==> config.mk <==
export PLATFORM = sky130hd
export DESIGN_NAME = anchor_box_decoder
export DESIGN_NICKNAME = d
export VERILOG_FILES = /design/src/sv/abd_pkg.sv /design/src/sv/abd_cfg_regs.sv /design/src/sv/abd_anchor_counter.sv /design/src/sv/abd_box_math.sv /design/src/sv/anchor_box_decoder.sv
export SDC_FILE = /design/constraint.sdc
export NUM_CORES = 1
export LEC_CHECK = 0
export BUFFER_PORTS_ARGS = -buffer_cell sky130_fd_sc_hd__buf_2
export CORE_ASPECT_RATIO = 0.8
export CORE_MARGIN = 3
export CORE_UTILIZATION = 35
export DETAILED_ROUTE_END_ITERATION = 6
export GPL_ROUTABILITY_DRIVEN = 0
export SYNTH_ARGS = -nofsm -noshare
export SYNTH_HDL_FRONTEND = slang
export SYNTH_HIERARCHICAL = 1
export SYNTH_SLANG_ARGS = --single-unit
==> constraint.sdc <==
create_clock -name clk -period 7.8 [get_ports clk]
set_input_delay 2.34 -clock clk [delete_from_list [all_inputs] [get_ports clk]]
set_output_delay 2.34 -clock clk [all_outputs]
set_load 0.03 [all_outputs]
==> src/sv/abd_pkg.sv <==
`timescale 1ns / 1ps
// ----------------------------------------------------------------------------
// abd_pkg
// Shared types, widths and register indexes for the anchor box decoder.
// ----------------------------------------------------------------------------
package abd_pkg;

    localparam int DIST_BITS = 16;
    localparam int FRAC_BITS = 4;
    localparam int CNT_W     = 8;
    localparam int LEV_W     = 2;
    localparam int BOX_W     = 23;
    localparam int CFG_IDX_W = 3;
    localparam int CFG_DAT_W = 8;
    localparam int NUM_LEV   = 3;

    // anchor point: (count << FRAC_BITS) + half cell
    localparam int AX_W  = CNT_W + FRAC_BITS + 1;
    localparam int CW    = ((AX_W > DIST_BITS) ? AX_W : DIST_BITS) + 2;
    localparam int SW    = CW + 1;
    localparam int SCW   = ((SW + 5) > (BOX_W + 1)) ? (SW + 5) : (BOX_W + 1);
    localparam int HALF_CELL = (1 << FRAC_BITS) >> 1;
    localparam int STRIDE_LOG2_BASE = 3;

    localparam logic [LEV_W-1:0] LAST_LEVEL = LEV_W'(NUM_LEV - 1);

    localparam logic [CFG_IDX_W-1:0] REG_OUTPUT_MODE   = 3'd0;
    localparam logic [CFG_IDX_W-1:0] REG_LEVEL0_WIDTH  = 3'd1;
    localparam logic [CFG_IDX_W-1:0] REG_LEVEL0_HEIGHT = 3'd2;
    localparam logic [CFG_IDX_W-1:0] REG_LEVEL1_WIDTH  = 3'd3;
    localparam logic [CFG_IDX_W-1:0] REG_LEVEL1_HEIGHT = 3'd4;
    localparam logic [CFG_IDX_W-1:0] REG_LEVEL2_WIDTH  = 3'd5;
    localparam logic [CFG_IDX_W-1:0] REG_LEVEL2_HEIGHT = 3'd6;

    localparam logic signed [SCW-1:0] SAT_HI = SCW'((1 << (BOX_W - 1)) - 1);
    localparam logic signed [SCW-1:0] SAT_LO = -SCW'(1 << (BOX_W - 1));

    typedef struct packed {
        logic signed [DIST_BITS-1:0] dist_left;
        logic signed [DIST_BITS-1:0] dist_top;
        logic signed [DIST_BITS-1:0] dist_right;
        logic signed [DIST_BITS-1:0] dist_bottom;
    } dist_in_t;

    typedef struct packed {
        logic signed [BOX_W-1:0] box_first;
        logic signed [BOX_W-1:0] box_second;
        logic signed [BOX_W-1:0] box_third;
        logic signed [BOX_W-1:0] box_fourth;
        logic [LEV_W-1:0]        pyramid_level;
        logic                    frame_last;
    } box_out_t;

    typedef struct packed {
        logic                             output_mode;
        logic [NUM_LEV-1:0][CNT_W-1:0]    level_width;
        logic [NUM_LEV-1:0][CNT_W-1:0]    level_height;
    } cfg_t;

    typedef struct packed {
        logic [CNT_W-1:0] column;
        logic [CNT_W-1:0] row;
        logic [LEV_W-1:0] level;
        logic             last;
    } anchor_t;

    function automatic logic signed [BOX_W-1:0] sat_box(input logic signed [SCW-1:0] v);
        logic signed [BOX_W-1:0] r;
        if (v > SAT_HI)
        begin
            r = SAT_HI[BOX_W-1:0];
        end
        else if (v < SAT_LO)
        begin
            r = SAT_LO[BOX_W-1:0];
        end
        else
        begin
            r = v[BOX_W-1:0];
        end
        return r;
    endfunction

endpackage

==> src/sv/abd_cfg_regs.sv <==
`timescale 1ns / 1ps
`default_nettype none
// ----------------------------------------------------------------------------
// abd_cfg_regs
// Configuration register file: output mode and per-level grid sizes.
// ----------------------------------------------------------------------------
module abd_cfg_regs (
    input  wire logic                          clk,
    input  wire logic                          rst_n,
    input  wire logic                          cfg_we,
    input  wire logic [abd_pkg::CFG_IDX_W-1:0] cfg_index,
    input  wire logic [abd_pkg::CFG_DAT_W-1:0] cfg_data,
    output abd_pkg::cfg_t                      cfg
);
    import abd_pkg::*;

    cfg_t cfg_reg;
    cfg_t cfg_next;

    always_comb
    begin
        cfg_next = cfg_reg;
        if (cfg_we)
        begin
            unique case (cfg_index)
                REG_OUTPUT_MODE:   cfg_next.output_mode     = cfg_data[0];
                REG_LEVEL0_WIDTH:  cfg_next.level_width[0]  = cfg_data;
                REG_LEVEL0_HEIGHT: cfg_next.level_height[0] = cfg_data;
                REG_LEVEL1_WIDTH:  cfg_next.level_width[1]  = cfg_data;
                REG_LEVEL1_HEIGHT: cfg_next.level_height[1] = cfg_data;
                REG_LEVEL2_WIDTH:  cfg_next.level_width[2]  = cfg_data;
                REG_LEVEL2_HEIGHT: cfg_next.level_height[2] = cfg_data;
                default:           cfg_next = cfg_reg;
            endcase
        end
    end

    always_ff @(posedge clk or negedge rst_n)
    begin
        if (!rst_n)
        begin
            cfg_reg.output_mode     <= 1'b1;
            cfg_reg.level_width[0]  <= 8'd80;
            cfg_reg.level_height[0] <= 8'd80;
            cfg_reg.level_width[1]  <= 8'd40;
            cfg_reg.level_height[1] <= 8'd40;
            cfg_reg.level_width[2]  <= 8'd20;
            cfg_reg.level_height[2] <= 8'd20;
        end
        else
        begin
            cfg_reg <= cfg_next;
        end
    end

    assign cfg = cfg_reg;

endmodule
`default_nettype wire

==> src/sv/abd_anchor_counter.sv <==
`timescale 1ns / 1ps
`default_nettype none
// ----------------------------------------------------------------------------
// abd_anchor_counter
// Column, row and level counters; reports the current anchor and frame end.
// ----------------------------------------------------------------------------
module abd_anchor_counter (
    input  wire logic    clk,
    input  wire logic    rst_n,
    input  wire logic    advance,
    input  abd_pkg::cfg_t cfg,
    output abd_pkg::anchor_t anchor
);
    import abd_pkg::*;

    logic [CNT_W-1:0] column_reg, column_next;
    logic [CNT_W-1:0] row_reg, row_next;
    logic [LEV_W-1:0] level_reg, level_next;
    logic [LEV_W-1:0] lev;
    logic [1:0]       lev_idx;
    logic [CNT_W-1:0] w_eff, h_eff;
    logic             last_col, last_row;

    always_comb
    begin
        lev      = (level_reg > LAST_LEVEL) ? LAST_LEVEL : level_reg;
        lev_idx  = lev;
        w_eff    = (cfg.level_width[lev_idx] == '0) ? CNT_W'(1) : cfg.level_width[lev_idx];
        h_eff    = (cfg.level_height[lev_idx] == '0) ? CNT_W'(1) : cfg.level_height[lev_idx];
        // at or past bound counts as last
        last_col = ({1'b0, column_reg} + (CNT_W+1)'(1)) >= {1'b0, w_eff};
        last_row = ({1'b0, row_reg} + (CNT_W+1)'(1)) >= {1'b0, h_eff};

        column_next = column_reg;
        row_next    = row_reg;
        level_next  = level_reg;
        if (!last_col)
        begin
            column_next = column_reg + CNT_W'(1);
        end
        else
        begin
            column_next = '0;
            if (!last_row)
            begin
                row_next = row_reg + CNT_W'(1);
            end
            else
            begin
                row_next   = '0;
                level_next = (lev == LAST_LEVEL) ? '0 : lev + LEV_W'(1);
            end
        end

        anchor.column = column_reg;
        anchor.row    = row_reg;
        anchor.level  = lev;
        anchor.last   = last_col && last_row && (lev == LAST_LEVEL);
    end

    always_ff @(posedge clk or negedge rst_n)
    begin
        if (!rst_n)
        begin
            column_reg <= '0;
            row_reg    <= '0;
            level_reg  <= '0;
        end
        else if (advance)
        begin
            column_reg <= column_next;
            row_reg    <= row_next;
            level_reg  <= level_next;
        end
    end

endmodule
`default_nettype wire

==> src/sv/abd_box_math.sv <==
`timescale 1ns / 1ps
`default_nettype none
// ----------------------------------------------------------------------------
// abd_box_math
// Anchor point, corners or center/size, stride scaling and saturation.
// ----------------------------------------------------------------------------
module abd_box_math (
    input  abd_pkg::dist_in_t dist_data,
    input  abd_pkg::anchor_t  anchor,
    input  wire logic         output_mode,
    output abd_pkg::box_out_t box
);
    import abd_pkg::*;

    logic [AX_W-1:0]        ax, ay;
    logic signed [CW-1:0]   x1, y1, x2, y2;
    logic signed [SW-1:0]   a, b, c, d;
    logic [2:0]             shamt;

    always_comb
    begin
        ax = (AX_W'(anchor.column) << FRAC_BITS) + AX_W'(HALF_CELL);
        ay = (AX_W'(anchor.row) << FRAC_BITS) + AX_W'(HALF_CELL);
        x1 = CW'(signed'({1'b0, ax})) - CW'(dist_data.dist_left);
        y1 = CW'(signed'({1'b0, ay})) - CW'(dist_data.dist_top);
        x2 = CW'(signed'({1'b0, ax})) + CW'(dist_data.dist_right);
        y2 = CW'(signed'({1'b0, ay})) + CW'(dist_data.dist_bottom);

        if (output_mode)
        begin
            // arithmetic shift gives floor halving
            a = (SW'(x1) + SW'(x2)) >>> 1;
            b = (SW'(y1) + SW'(y2)) >>> 1;
            c = SW'(x2) - SW'(x1);
            d = SW'(y2) - SW'(y1);
        end
        else
        begin
            a = SW'(x1);
            b = SW'(y1);
            c = SW'(x2);
            d = SW'(y2);
        end

        shamt = {1'b0, anchor.level} + 3'(STRIDE_LOG2_BASE);

        box.box_first     = sat_box(SCW'(a) <<< shamt);
        box.box_second    = sat_box(SCW'(b) <<< shamt);
        box.box_third     = sat_box(SCW'(c) <<< shamt);
        box.box_fourth    = sat_box(SCW'(d) <<< shamt);
        box.pyramid_level = anchor.level;
        box.frame_last    = anchor.last;
    end

endmodule
`default_nettype wire

==> src/sv/anchor_box_decoder.sv <==
`timescale 1ns / 1ps
`default_nettype none
// ----------------------------------------------------------------------------
// anchor_box_decoder
// Turns per-anchor edge distances into pixel boxes across three pyramid levels.
// ----------------------------------------------------------------------------
//  channel   signals                          direction
//  input     in_valid / in_ready / in_data    dist_in_t in
//  output    out_valid / out_ready / out_data box_out_t out
//  config    cfg_we / cfg_index / cfg_data    write only
//
//  One transfer per cycle in each direction while the output is not stalled;
//  data passes the input register, then the result register after the box math.
//  Counters advance on each input transfer; reset returns to level 0,
//  row 0, column 0 and register defaults.
//  A stalled output holds both full stages; in_ready = !s1_valid || out_advance.
// ----------------------------------------------------------------------------
module anchor_box_decoder (
    input  wire logic                          clk,
    input  wire logic                          rst_n,
    input  wire logic                          in_valid,
    output logic                               in_ready,
    input  abd_pkg::dist_in_t                  in_data,
    output logic                               out_valid,
    input  wire logic                          out_ready,
    output abd_pkg::box_out_t                  out_data,
    input  wire logic                          cfg_we,
    input  wire logic [abd_pkg::CFG_IDX_W-1:0] cfg_index,
    input  wire logic [abd_pkg::CFG_DAT_W-1:0] cfg_data
);
    import abd_pkg::*;

    cfg_t     cfg;
    anchor_t  anchor;
    box_out_t box;

    dist_in_t s1_dist_reg;
    anchor_t  s1_anchor_reg;
    logic     s1_valid_reg;
    box_out_t out_data_reg;
    logic     out_valid_reg;

    logic     out_advance;
    logic     in_xfer;

    abd_cfg_regs u_cfg (
        .clk       (clk),
        .rst_n     (rst_n),
        .cfg_we    (cfg_we),
        .cfg_index (cfg_index),
        .cfg_data  (cfg_data),
        .cfg       (cfg)
    );

    abd_anchor_counter u_counter (
        .clk     (clk),
        .rst_n   (rst_n),
        .advance (in_xfer),
        .cfg     (cfg),
        .anchor  (anchor)
    );

    abd_box_math u_math (
        .dist_data   (s1_dist_reg),
        .anchor      (s1_anchor_reg),
        .output_mode (cfg.output_mode),
        .box         (box)
    );

    assign out_advance = !out_valid_reg || out_ready;
    assign in_ready    = !s1_valid_reg || out_advance;
    assign in_xfer     = in_valid && in_ready;

    always_ff @(posedge clk or negedge rst_n)
    begin
        if (!rst_n)
        begin
            s1_valid_reg  <= 1'b0;
            out_valid_reg <= 1'b0;
        end
        else
        begin
            if (in_ready)
            begin
                s1_valid_reg <= in_valid;
            end
            if (out_advance)
            begin
                out_valid_reg <= s1_valid_reg;
            end
        end
    end

    always_ff @(posedge clk)
    begin
        if (in_xfer)
        begin
            s1_dist_reg   <= in_data;
            s1_anchor_reg <= anchor;
        end
        if (out_advance && s1_valid_reg)
        begin
            out_data_reg <= box;
        end
    end

    assign out_valid = out_valid_reg;
    assign out_data  = out_data_reg;

endmodule
`default_nettype wire

Word level (Yosys, flattened, before mapping)
Index checks and enable logic that the tools add are counted.
{ "op_classes": {"eq_ne": 7, "n_shift": 4, "n_addsub": 16, "n_mux": 18, "n_reduce_logical": 20, "n_lt_le_gt_ge": 12} }
{ "op_table": {"columns": ["operator", "n"], "rows": [
  ["24-bit by 23-bit > comparator with 1-bit output, second input constant", 4],
  ["24-bit by 23-bit less-than comparator with 1-bit output, second input constant", 4],
  ["19-bit by 3-bit <<< shifter with 24-bit output", 4],
  ["23-bit two-way mux", 4],
  ["19-bit two-way mux", 4],
  ["8-bit two-way mux", 6],
  ["17-bit by 17-bit adder with 18-bit output", 2],
  ["17-bit by 17-bit subtractor with 18-bit output", 2],
  ["14-bit by 16-bit adder with 17-bit output", 2],
  ["14-bit by 16-bit subtractor with 17-bit output", 2],
  ["8-bit binary-select mux with 2-bit select", 2],
  ["12-bit by 4-bit adder with 13-bit output, second input constant", 2],
  ["8-bit by 1-bit adder with 9-bit output, second input constant", 2],
  ["9-bit by 8-bit >= comparator with 1-bit output", 2],
  ["8-bit by 1-bit adder with 8-bit output, second input constant", 2],
  ["8-bit zero test", 2],
  ["2-bit AND reduction", 8],
  ["3-bit equality test, second input constant", 3],
  ["3-bit by 2-bit equality test with 1-bit output, second input constant", 2],
  ["1-bit logical AND", 4],
  ["2-bit two-way mux", 2],
  ["2-bit by 2-bit adder with 3-bit output, second input constant", 1],
  ["3-bit by 1-bit equality test with 1-bit output, second input constant", 1],
  ["3-bit zero test", 1],
  ["7 further kinds", 9]
]} }
{ "totals": {"regBits": 247, "input_bits": 80, "word_cells": 103} }

Longest topological paths before layout
Gate-level depths: netlist of the first run.
{ "logic_depth": {"ltp_word": 9, "mapped_depth": 22, "mapped_depth_nobuf": 19} }

Cells and area by module
Netlist of the first run, hierarchy kept.
{ "by_module_without_submodules": {"columns": ["module", "instances", "seq_area_each_um2", "area_per_inst_um2", "cells_per_inst"], "rows": [
  ["abd_box_math", 1, 0.0, 10769.1, 1594],
  ["anchor_box_decoder", 1, 5395.2, 5449.0, 186],
  ["abd_cfg_regs", 1, 1242.4, 2014.4, 109],
  ["abd_anchor_counter", 1, 450.4, 1706.6, 193]
]} }

Worst setup path after synthesis of the first run
OpenSTA, ideal clock, no wires.
{ "synth_path": {"path_type": "input port to flip-flop", "from": "input port out_ready", "to": "register out_data_reg, in the netlist out_data[0], enable pin", "path_stages": 2, "t_arrival_ns": 4.661, "path_buffers": 0, "path_slack_ns": 2.675, "t_required_ns": 7.336, "path_cell_list": "nand2b_1 -> and2_1"} }
{ "synth_between": {"elab_chain_cells": 2} }
{ "synth_lines": {"columns": ["item", "line_no", "rtl"], "rows": [
  ["start: declaration", "anchor_box_decoder.sv:25", "input wire logic out_ready,"],
  ["1-bit logical OR", "anchor_box_decoder.sv:70", "assign out_advance = !out_valid_reg || out_ready;"],
  ["1-bit logical AND", "anchor_box_decoder.sv:101", "if (out_advance && s1_valid_reg)"],
  ["end signal: assignment", "anchor_box_decoder.sv:103", "out_data_reg <= box;"],
  ["end: declaration", "anchor_box_decoder.sv:40", "box_out_t out_data_reg;"]
]} }
Every way passes these cells.
A chain may end at the register's enable or synchronous reset.

Worst setup path in the final report of the first run
{ "layout_path": {"from": "register s1_dist_reg[34] in the netlist's numbering", "to": "register out_data_reg, in the netlist out_data[11], data pin"} }
{ "layout_between": {"elab_chain_cells": 6, "elab_cells_between_ends": 7} }
{ "layout_lines": {"columns": ["item", "line_no", "rtl"], "rows": [
  ["start: declaration", "anchor_box_decoder.sv:37", "dist_in_t s1_dist_reg;"],
  ["start signal: assignment", "anchor_box_decoder.sv:98", "s1_dist_reg <= in_data;"],
  ["14-bit by 16-bit subtractor with 17-bit output *", "abd_box_math.sv:25", "y1 = CW'(signed'({1'b0, ay})) - CW'(dist_data.dist_top);"],
  ["17-bit by 17-bit subtractor with 18-bit output *", "abd_box_math.sv:35", "d = SW'(y2) - SW'(y1);"],
  ["19-bit two-way mux *", "abd_box_math.sv:29", "if (output_mode)"],
  ["19-bit by 3-bit <<< shifter with 24-bit output *", "abd_box_math.sv:50", "box.box_fourth = sat_box(SCW'(d) <<< shamt);"],
  ["24-bit by 23-bit less-than comparator with 1-bit output", "abd_pkg.sv:73", "else if (v < SAT_LO)"],
  ["23-bit two-way mux", "abd_pkg.sv:73", null]
]} }
Every way passes the cells marked *; elsewhere a longest branch is shown, timed or not.

==> impl_metrics.tcl, run 1 <==
set metrics [dict create \
    status "finished, final reports clean" \
    post_dp_cell_area_sq_um 21300 \
    synth-compound-area-share_pct 21.0 \
    max-slew-margin-rel_pct 22.3 \
    criticalPathCategory "reg -> reg" \
    synth_adder_area_share_pct 8.20 \
    worstSetupStartpointType "register" \
    number_of_antenna_diodes 0 \
    first_global_vias 15800 \
    power_density_over_the_cells_nw_per_um2 409 \
    layout-drive-gt1-share_pct 18.0 \
    route.detailed.vias_per_inst 5.72 \
    drt_iter0_drc 1515 \
    critPathArrivalTime_ns 6.67 \
    layout-area-overhead-vs-synth_pct 11.7 \
    synth_enable_flop_cells 178 \
    dr_total_vias 16900 \
    power.share.combinational_pct 62.3 \
    synthesis.yosys.warnings 6 \
    hold_violations 0 \
    largest_register_ffs 95 \
    route.detailed.drc 0 \
    cts.reportedPaths.clkPinSlew_ns 0.07 \
    timing.critical_path.max_delay_family "compound AO/OA/AOI/OAI gates" \
    critPathMaxStageDelay_ns 0.76 \
    dp.final_hpwl_um 45500 \
    crit_path_max_fanout 10 \
    hold_class "reg -> reg" \
    finalNetCount 2388 \
    die_height_um 219 \
    syn_inst 2082 \
    timing.max_cap.violations 0 \
    grt_max_degree 103 \
    power_leakage_uw 0.00915 \
    post_synth_xor_area_fraction_pct 4.30 \
    critPathCaptureType "register" \
    seq_area_frac_synth_pct 35.5 \
    clockRootBuffer "clkbuf_16" \
    track_usage_pct 19.1 \
    cts_max_level 1 \
    p_sw_uw 4300 \
    post_synth_and_or_nand_nor_area_fraction_pct 14.8 \
    synth_area_per_cell_sq_um 9.58 \
    initial_utilization_pct 35.7 \
    tritoncts_num_sinks 247 \
    finalClockSkew_ns 0.00987 \
    detail_route.first_pass.iterations 7 \
    fin_tns_setup_ns 0 \
    die_area_sq_um 59900 \
    wl_per_cell_um 19.9 \
    peakVddDrop_mv 0.204 \
    setup_violations 0 \
    post_synth_mux_area_share_pct 11.2 \
    timing.critical_path.mode_cell "nor2_1" \
    core_region_area_sq_um 55800 \
    maximum_count_of_clock_buffers_along_a_single_path 3 \
    synth-async-reset-ratio_pct 27.9 \
    die_w_um 273 \
    synth.net_count 2289 \
    ys_dominant_reg_cell "edfxtp_1" \
    setup_repair_after_global_routing_missed_its_margin "false" \
    power_switching_share_pct 47.1 \
    seqPwrFrac_pct 23.2 \
    fin_area_sq_um 22300 \
    power.internal_uw 4820 \
    max_slew.worst_pin.slew_ns 1.14 \
    number_of_register_bits_inferred_by_synthesis 247 \
    ctsHoldBuffers 0 \
    ant_nets 0 \
    row_count 77 \
    routed_wirelength_um 58900 \
    grt_antenna_before_repair 2 \
    synthDistinctLibCells 107 \
    clk_latency_ns 0.57 \
    maxSlewViolCount 0 \
    final.min_clock_period_ns 6.27 \
    max_clock_freq_mhz 160 \
    post_cts.resized_instances 0 \
    critPathRequiredTime_ns 8.20 \
    cts-buffers-inserted 28 \
    tritoncts "done" \
    worstPathCellList "or3_1 -> a2111oi_0 -> o21ai_0 -> o2111a_1 -> nor2_1 -> xnor2_1 -> inv_1 -> ha_1 -> nor2_1 -> a31oi_1 -> and3_1 -> o32a_1 -> a311oi_1 -> nor2_1 -> a32oi_1 -> o211ai_1 -> a22oi_1" \
    share_clk_of_total_power_pct 14.5 \
    design.portCount 177 \
    count_of_buffering_cells_on_the_critical_path_with_inverters_included 1 \
    placement.io_buffers 176 \
    synth_top_family_by_area "compound AO/OA/AOI/OAI gates" \
    grt_overflow 0 \
    cpMaxStageDelayCell "a311oi_1" \
    grt_pass1_wl_um 91500 \
    postCtsSetupBuffers 0 \
    netlist_area_sq_um 19900 \
    finalCritPeriodShare_pct 80.3 \
]
==> worst paths after layout <==
| kind | startpoint | to | slack [ns] | cells after the start |
|---|---|---|---|---|
| worst max-delay path | s1_dist_reg[34]$_DFFE_PP_ | out_data[11]$_DFFE_PP_ | 1.53 | 17 |
| worst min-delay path | s1_anchor_reg[0]$_DFFE_PP_ | out_data[0]$_DFFE_PP_ | 0.43 | 0 |
| worst max register to register | s1_dist_reg[34]$_DFFE_PP_ | out_data[11]$_DFFE_PP_ | 1.53 | 17 |
| worst min register to register | s1_anchor_reg[0]$_DFFE_PP_ | out_data[0]$_DFFE_PP_ | 0.43 | 0 |
| max in group asynchronous | rst_n | u_counter/row_reg[4]$_DFFE_PN0P_ | 5.25 | 2 |
| min in group asynchronous | rst_n | u_cfg/cfg[19]$_DFFE_PN0P_ | 1.96 | 2 |
==> area by class of cell <==
class,instances,area [sq um]
Timing Repair Buffer,188,971
Sequential cell,247,7090
Fill cell,5484,33500
Clock buffer,34,754
Inverter,124,465
Tap cell,750,938
Multi-Input combinational cell,1592,11900
Clock inverter,17,178
==> power groups by stage <==
stage,sequential [uW],clock (uW),combinational [uW]
after floorplan,2430,0,3880
after global placement,2140,0,5480
after detailed placement,2150,0,5570
after CTS,2130,1360,5590
after global routing,2160,1410,6190
final,2120,1320,5680
==> routing by layer <==
layer	vias up	track usage, %	share of wire, %	routed length [um]
li1	8008	-	-	-
met4	4	2.77	1.3	793
met2	596	27.5	41	24000
met1	8218	29.8	50	29300
met5	-	0	0.036	21
met3	58	3.55	8.0	4690
==> cells in the mapped netlist, types with 12 or more instances <==
master	number	area, sq um
o21bai_1	18	135
o21a_1	29	218
buf_2	13	65.1
nor2_1	158	593
o21ai_0	100	500
buf_1	18	67.6
edfxtp_1	178	5350
o221ai_1	14	123
a211oi_1	31	233
mux2i_1	80	801
clkbuf_1	78	293
nor2b_1	26	163
dfstp_2	13	342
and3_1	20	125
nand2_1	137	514
nand3_1	57	285
xor2_1	28	245
and2_1	17	106
mux2_2	50	563
a211o_1	13	114
a21oi_1	136	681
mux2_4	24	360
or3_1	21	131
a22oi_1	21	158
or2_2	13	81.3
nand2b_1	23	144
dfrtp_1	56	1400
o31ai_1	23	173
a21o_1	26	195
inv_1	121	454
mux4_2	22	495
ha_1	121	1510
xnor2_1	70	613
a31oi_1	12	75.1
nor3_1	60	300
o211ai_1	42	315
==> stage by stage <==
stage	instances	hold slack (ns)	utilization (%)	power, uW	setup slack, ns
2_1_floorplan	2082	0.479	-	6320	2.67
3_3_place_gp	2901	0.407	38.3	7630	2.03
3_5_place_dp	2901	0.419	38.3	7720	1.75
4_1_cts	2952	0.433	39.9	9080	1.73
5_1_grt	2952	0.451	39.9	9760	1.00
6_report	2952	0.434	39.9	9110	1.53
==> cell usage in the layout, fill, tap and decap left out, types with 31 or more instances in the layout <==
cell type / netlist / layout
dfrtp_1: 56 / 56
mux2i_1: 80 / 80
ha_1: 121 / 120
a21oi_1: 136 / 136
nand2_1: 137 / 137
a211oi_1: 31 / 31
mux2_2: 50 / 50
o21ai_0: 100 / 100
xnor2_1: 70 / 70
nor2_1: 158 / 158
buf_2: 13 / 176
nand3_1: 57 / 57
o211ai_1: 42 / 42
inv_1: 121 / 119
edfxtp_1: 178 / 178
nor3_1: 60 / 60
==> worst reg2reg max path: cells and delay by family (launching register included) <==
kind / cells / cell delay [ns]
DFF: 1 / 0.42
buffers and inverters: 1 / 0.09
adders and majority gates: 1 / 0.44
xor gates and xnor gates: 1 / 0.21
AOI/OAI and AO/OA: 9 / 3.72
and+or+nand+nor: 5 / 1.23
==> cells by family (layout without fill, tap and decap cells) <==
family	Yosys count	in the layout
XOR/XNOR	98	98
multiplexers	178	178
flip-flops	247	247
adder cells (fa/ha/maj)	127	127
AO/OA/AOI/OAI	599	599
AND/OR/NAND/NOR	590	590
buffers and inverters	243	363
(Power assumes the default switching activity.)
==> inputs of run 2 (changes only) <==
- clock period: 7.8 -> 5.35 ns (I/O delays scaled with it)
==> run 2 against run 1 <==
Total power increased by 48%. Sequential share of layout area decreased by 0.54 points. Sequential power increased by 46%. Routed wire length increased by 1.6%. Setup slack got worse by 1.3 ns. Utilization increased by 0.69 points. Non-clock buffer count increased by 34. Register-to-register slack got worse by 1.3 ns. First-iteration DRC count decreased by 4.4%. Via count increased by 1.1%. Clock power increased by 44%. Cell area increased by 1.7%. Critical endpoint is now out_data[63]$_DFFE_PP_. Largest cell class unchanged.
==> impl_metrics.tcl, run 2 (synthesis gave the netlist of run 1 again) <==
set metrics [dict create \
    first_global_vias 16400 \
    clockRootBuffer "clkbuf_16" \
    placement.io_buffers 176 \
    timing.hold.worst_endpoint "out_data[0]$_DFFE_PP_" \
    finalClockSkew_ns 0.0154 \
    dr_total_vias 17100 \
    setup_violations 0 \
    cts_max_level 1 \
    timing.max_cap.violations 0 \
    power.internal_uw 7180 \
    routed_wirelength_um 59800 \
    status "finished, final reports clean" \
    regToRegSetupSlack_ns 0.20 \
    layout-area-overhead-vs-synth_pct 13.7 \
    route.detailed.drc 0 \
    finalNetCount 2420 \
    route.detailed.vias_per_inst 5.72 \
    post-route-worst-setup-slack_ns 0.200 \
    row_count 77 \
    tritoncts "done" \
    share_clk_of_total_power_pct 14.1 \
    die_w_um 273 \
    largest_register_ffs 95 \
    grt_max_degree 102 \
    hold_class "reg -> reg" \
    critPathRequiredTime_ns 5.75 \
    power_density_over_the_cells_nw_per_um2 596 \
    ant_nets 0 \
    reg2reg_to "out_data[63]$_DFFE_PP_" \
    holdPathStages 0 \
    criticalPathCategory "reg -> reg" \
    worst_r2r_startpoint "s1_anchor_reg[5]$_DFFE_PP_" \
    worstSetupStartpointType "register" \
    max-slew-margin-rel_pct 21.7 \
    final.fill_count 5408 \
    layout-drive-gt1-share_pct 20.4 \
    finalCritPeriodShare_pct 96.3 \
    worstHoldStart "s1_anchor_reg[0]$_DFFE_PP_" \
    power_switching_share_pct 46.8 \
    die_height_um 219 \
    final_cell_mix "edfxtp_1, buf_2, nor2_1" \
    wl_per_cell_um 20.0 \
    dp_worst_setup_slack_ns -0.0276 \
    p_sw_uw 6330 \
    final.min_clock_period_ns 5.15 \
    grt_pass1_wl_um 93000 \
    power.share.combinational_pct 63.0 \
    core_region_area_sq_um 55800 \
    fin_tns_setup_ns 0 \
    die_area_sq_um 59900 \
    maximum_count_of_clock_buffers_along_a_single_path 3 \
    critPathArrivalTime_ns 5.55 \
    seqPwrFrac_pct 22.9 \
    clk_latency_ns 0.57 \
    reg2reg_depth 18 \
    grt_overflow 0 \
    layout_commonest_cell "edfxtp_1" \
    grt_antenna_before_repair 5 \
    track_usage_pct 19.4 \
    max_slew.worst_pin.slew_ns 1.17 \
    dp.final_hpwl_um 46200 \
    detail_route.first_pass.iterations 5 \
    tritoncts_num_sinks 247 \
    power_leakage_uw 0.00934 \
    critPathCaptureType "register" \
    drt_iter0_drc 1448 \
    crit_path_max_fanout 10 \
    maxSlewViolCount 0 \
    max_clock_freq_mhz 194 \
    peakVddDrop_mv 0.351 \
    cts.reportedPaths.clkPinSlew_ns 0.06 \
    design.portCount 177 \
    initial_utilization_pct 35.7 \
    hold_violations 0 \
    cts-buffers-inserted 26 \
]
[run 2: cell count changes in the layout (fill, tap and decap cells not counted), moves of 3 or more]
cell       previous run  this run
or3_1                21        18
ha_1                120       117
buf_4                12        46
clkinv_2              5         2
clkbuf_16            29        26
inv_6                 3         0
or3_4                 0         3
clkbuf_8              1         5
[run 2: critical path: stages (launching register included)]
cell	delay (ns)
edfxtp_1	0.40
ha_1	0.37
or2_2	0.31
a21oi_1	0.25
a21oi_2	0.09
mux2i_1	0.12
or4b_1	0.65
ha_2	0.49
and3_1	0.23
nand3_1	0.18
nor3_1	0.33
or4_1	0.17
a31oi_1	0.09
mux2i_1	0.34
clkinv_1	0.32
nand3_1	0.19
buf_4	0.15
nand2_1	0.09
o221ai_1	0.23
[run 2: power by group through the flow]
stage / clock network, uW / logic [uW] / registers (uW)
finish: 1900 / 8510 / 3100
global route: 2020 / 9250 / 3170
CTS: 1950 / 8280 / 3110
detailed placement: 0 / 8230 / 3150
global placement: 0 / 8120 / 3130
floorplan: 0 / 5660 / 3550
[run 2: worst max path at each step]
stage                               start                      to  depth (start not counted)  slack [ns]
2_1_floorplan   s1_dist_reg[34]$_DFFE_PP_  out_data[16]$_DFFE_PP_                         19        0.38
3_5_place_dp    s1_dist_reg[32]$_DFFE_PP_  out_data[16]$_DFFE_PP_                         18       -0.03
3_3_place_gp    s1_dist_reg[32]$_DFFE_PP_  out_data[16]$_DFFE_PP_                         18        0.07
6_report       s1_anchor_reg[5]$_DFFE_PP_  out_data[63]$_DFFE_PP_                         18        0.20
5_1_grt        s1_anchor_reg[5]$_DFFE_PP_  out_data[64]$_DFFE_PP_                         18       -0.01
4_1_cts         s1_dist_reg[32]$_DFFE_PP_  out_data[16]$_DFFE_PP_                         18        0.04
[run 2: timing repair]
item	4_1_cts	5_1_grt
hold buffers	0	0
pin swaps	0	4
endpoints found under the setup margin	11	74
buffers inserted	0	3
cloned	0	0
resized for setup	1	34
[run 2: per-layer routing]
metal	part of all wire [%]	GRT usage, %	vias to the layer above	wire length, um
met4	1.8	3.50	8	1090
li1	-	-	8080	-
met3	9.1	4.60	66	5430
met2	41	28.5	625	24700
met5	0.059	0	-	35
met1	48	29.1	8295	28600
[run 2: final cells by class]
class	count	area, sq um	area share (%)
clock inverter	12	171	0.756
multi-input combinational	1592	12000	53.1
antenna	1	2.50	0.0110
sequential	247	7090	31.3
clock buffer	36	738	3.26
inverter	124	465	2.05
tap	750	938	4.14
timing repair buffer	222	1230	5.41
[run 2: stage by stage]
step	util [%]	hold slack (ns)	cells	power, uW	instance area [sq um]
after detailed placement	38.7	0.417	2932	11400	21600
after CTS	40.3	0.419	2980	13300	22500
final	40.6	0.426	2984	13500	22700
after global placement	38.7	0.408	2932	11300	21600
after global routing	40.6	0.427	2983	14400	22700
after floorplan	-	0.479	2082	9210	19900
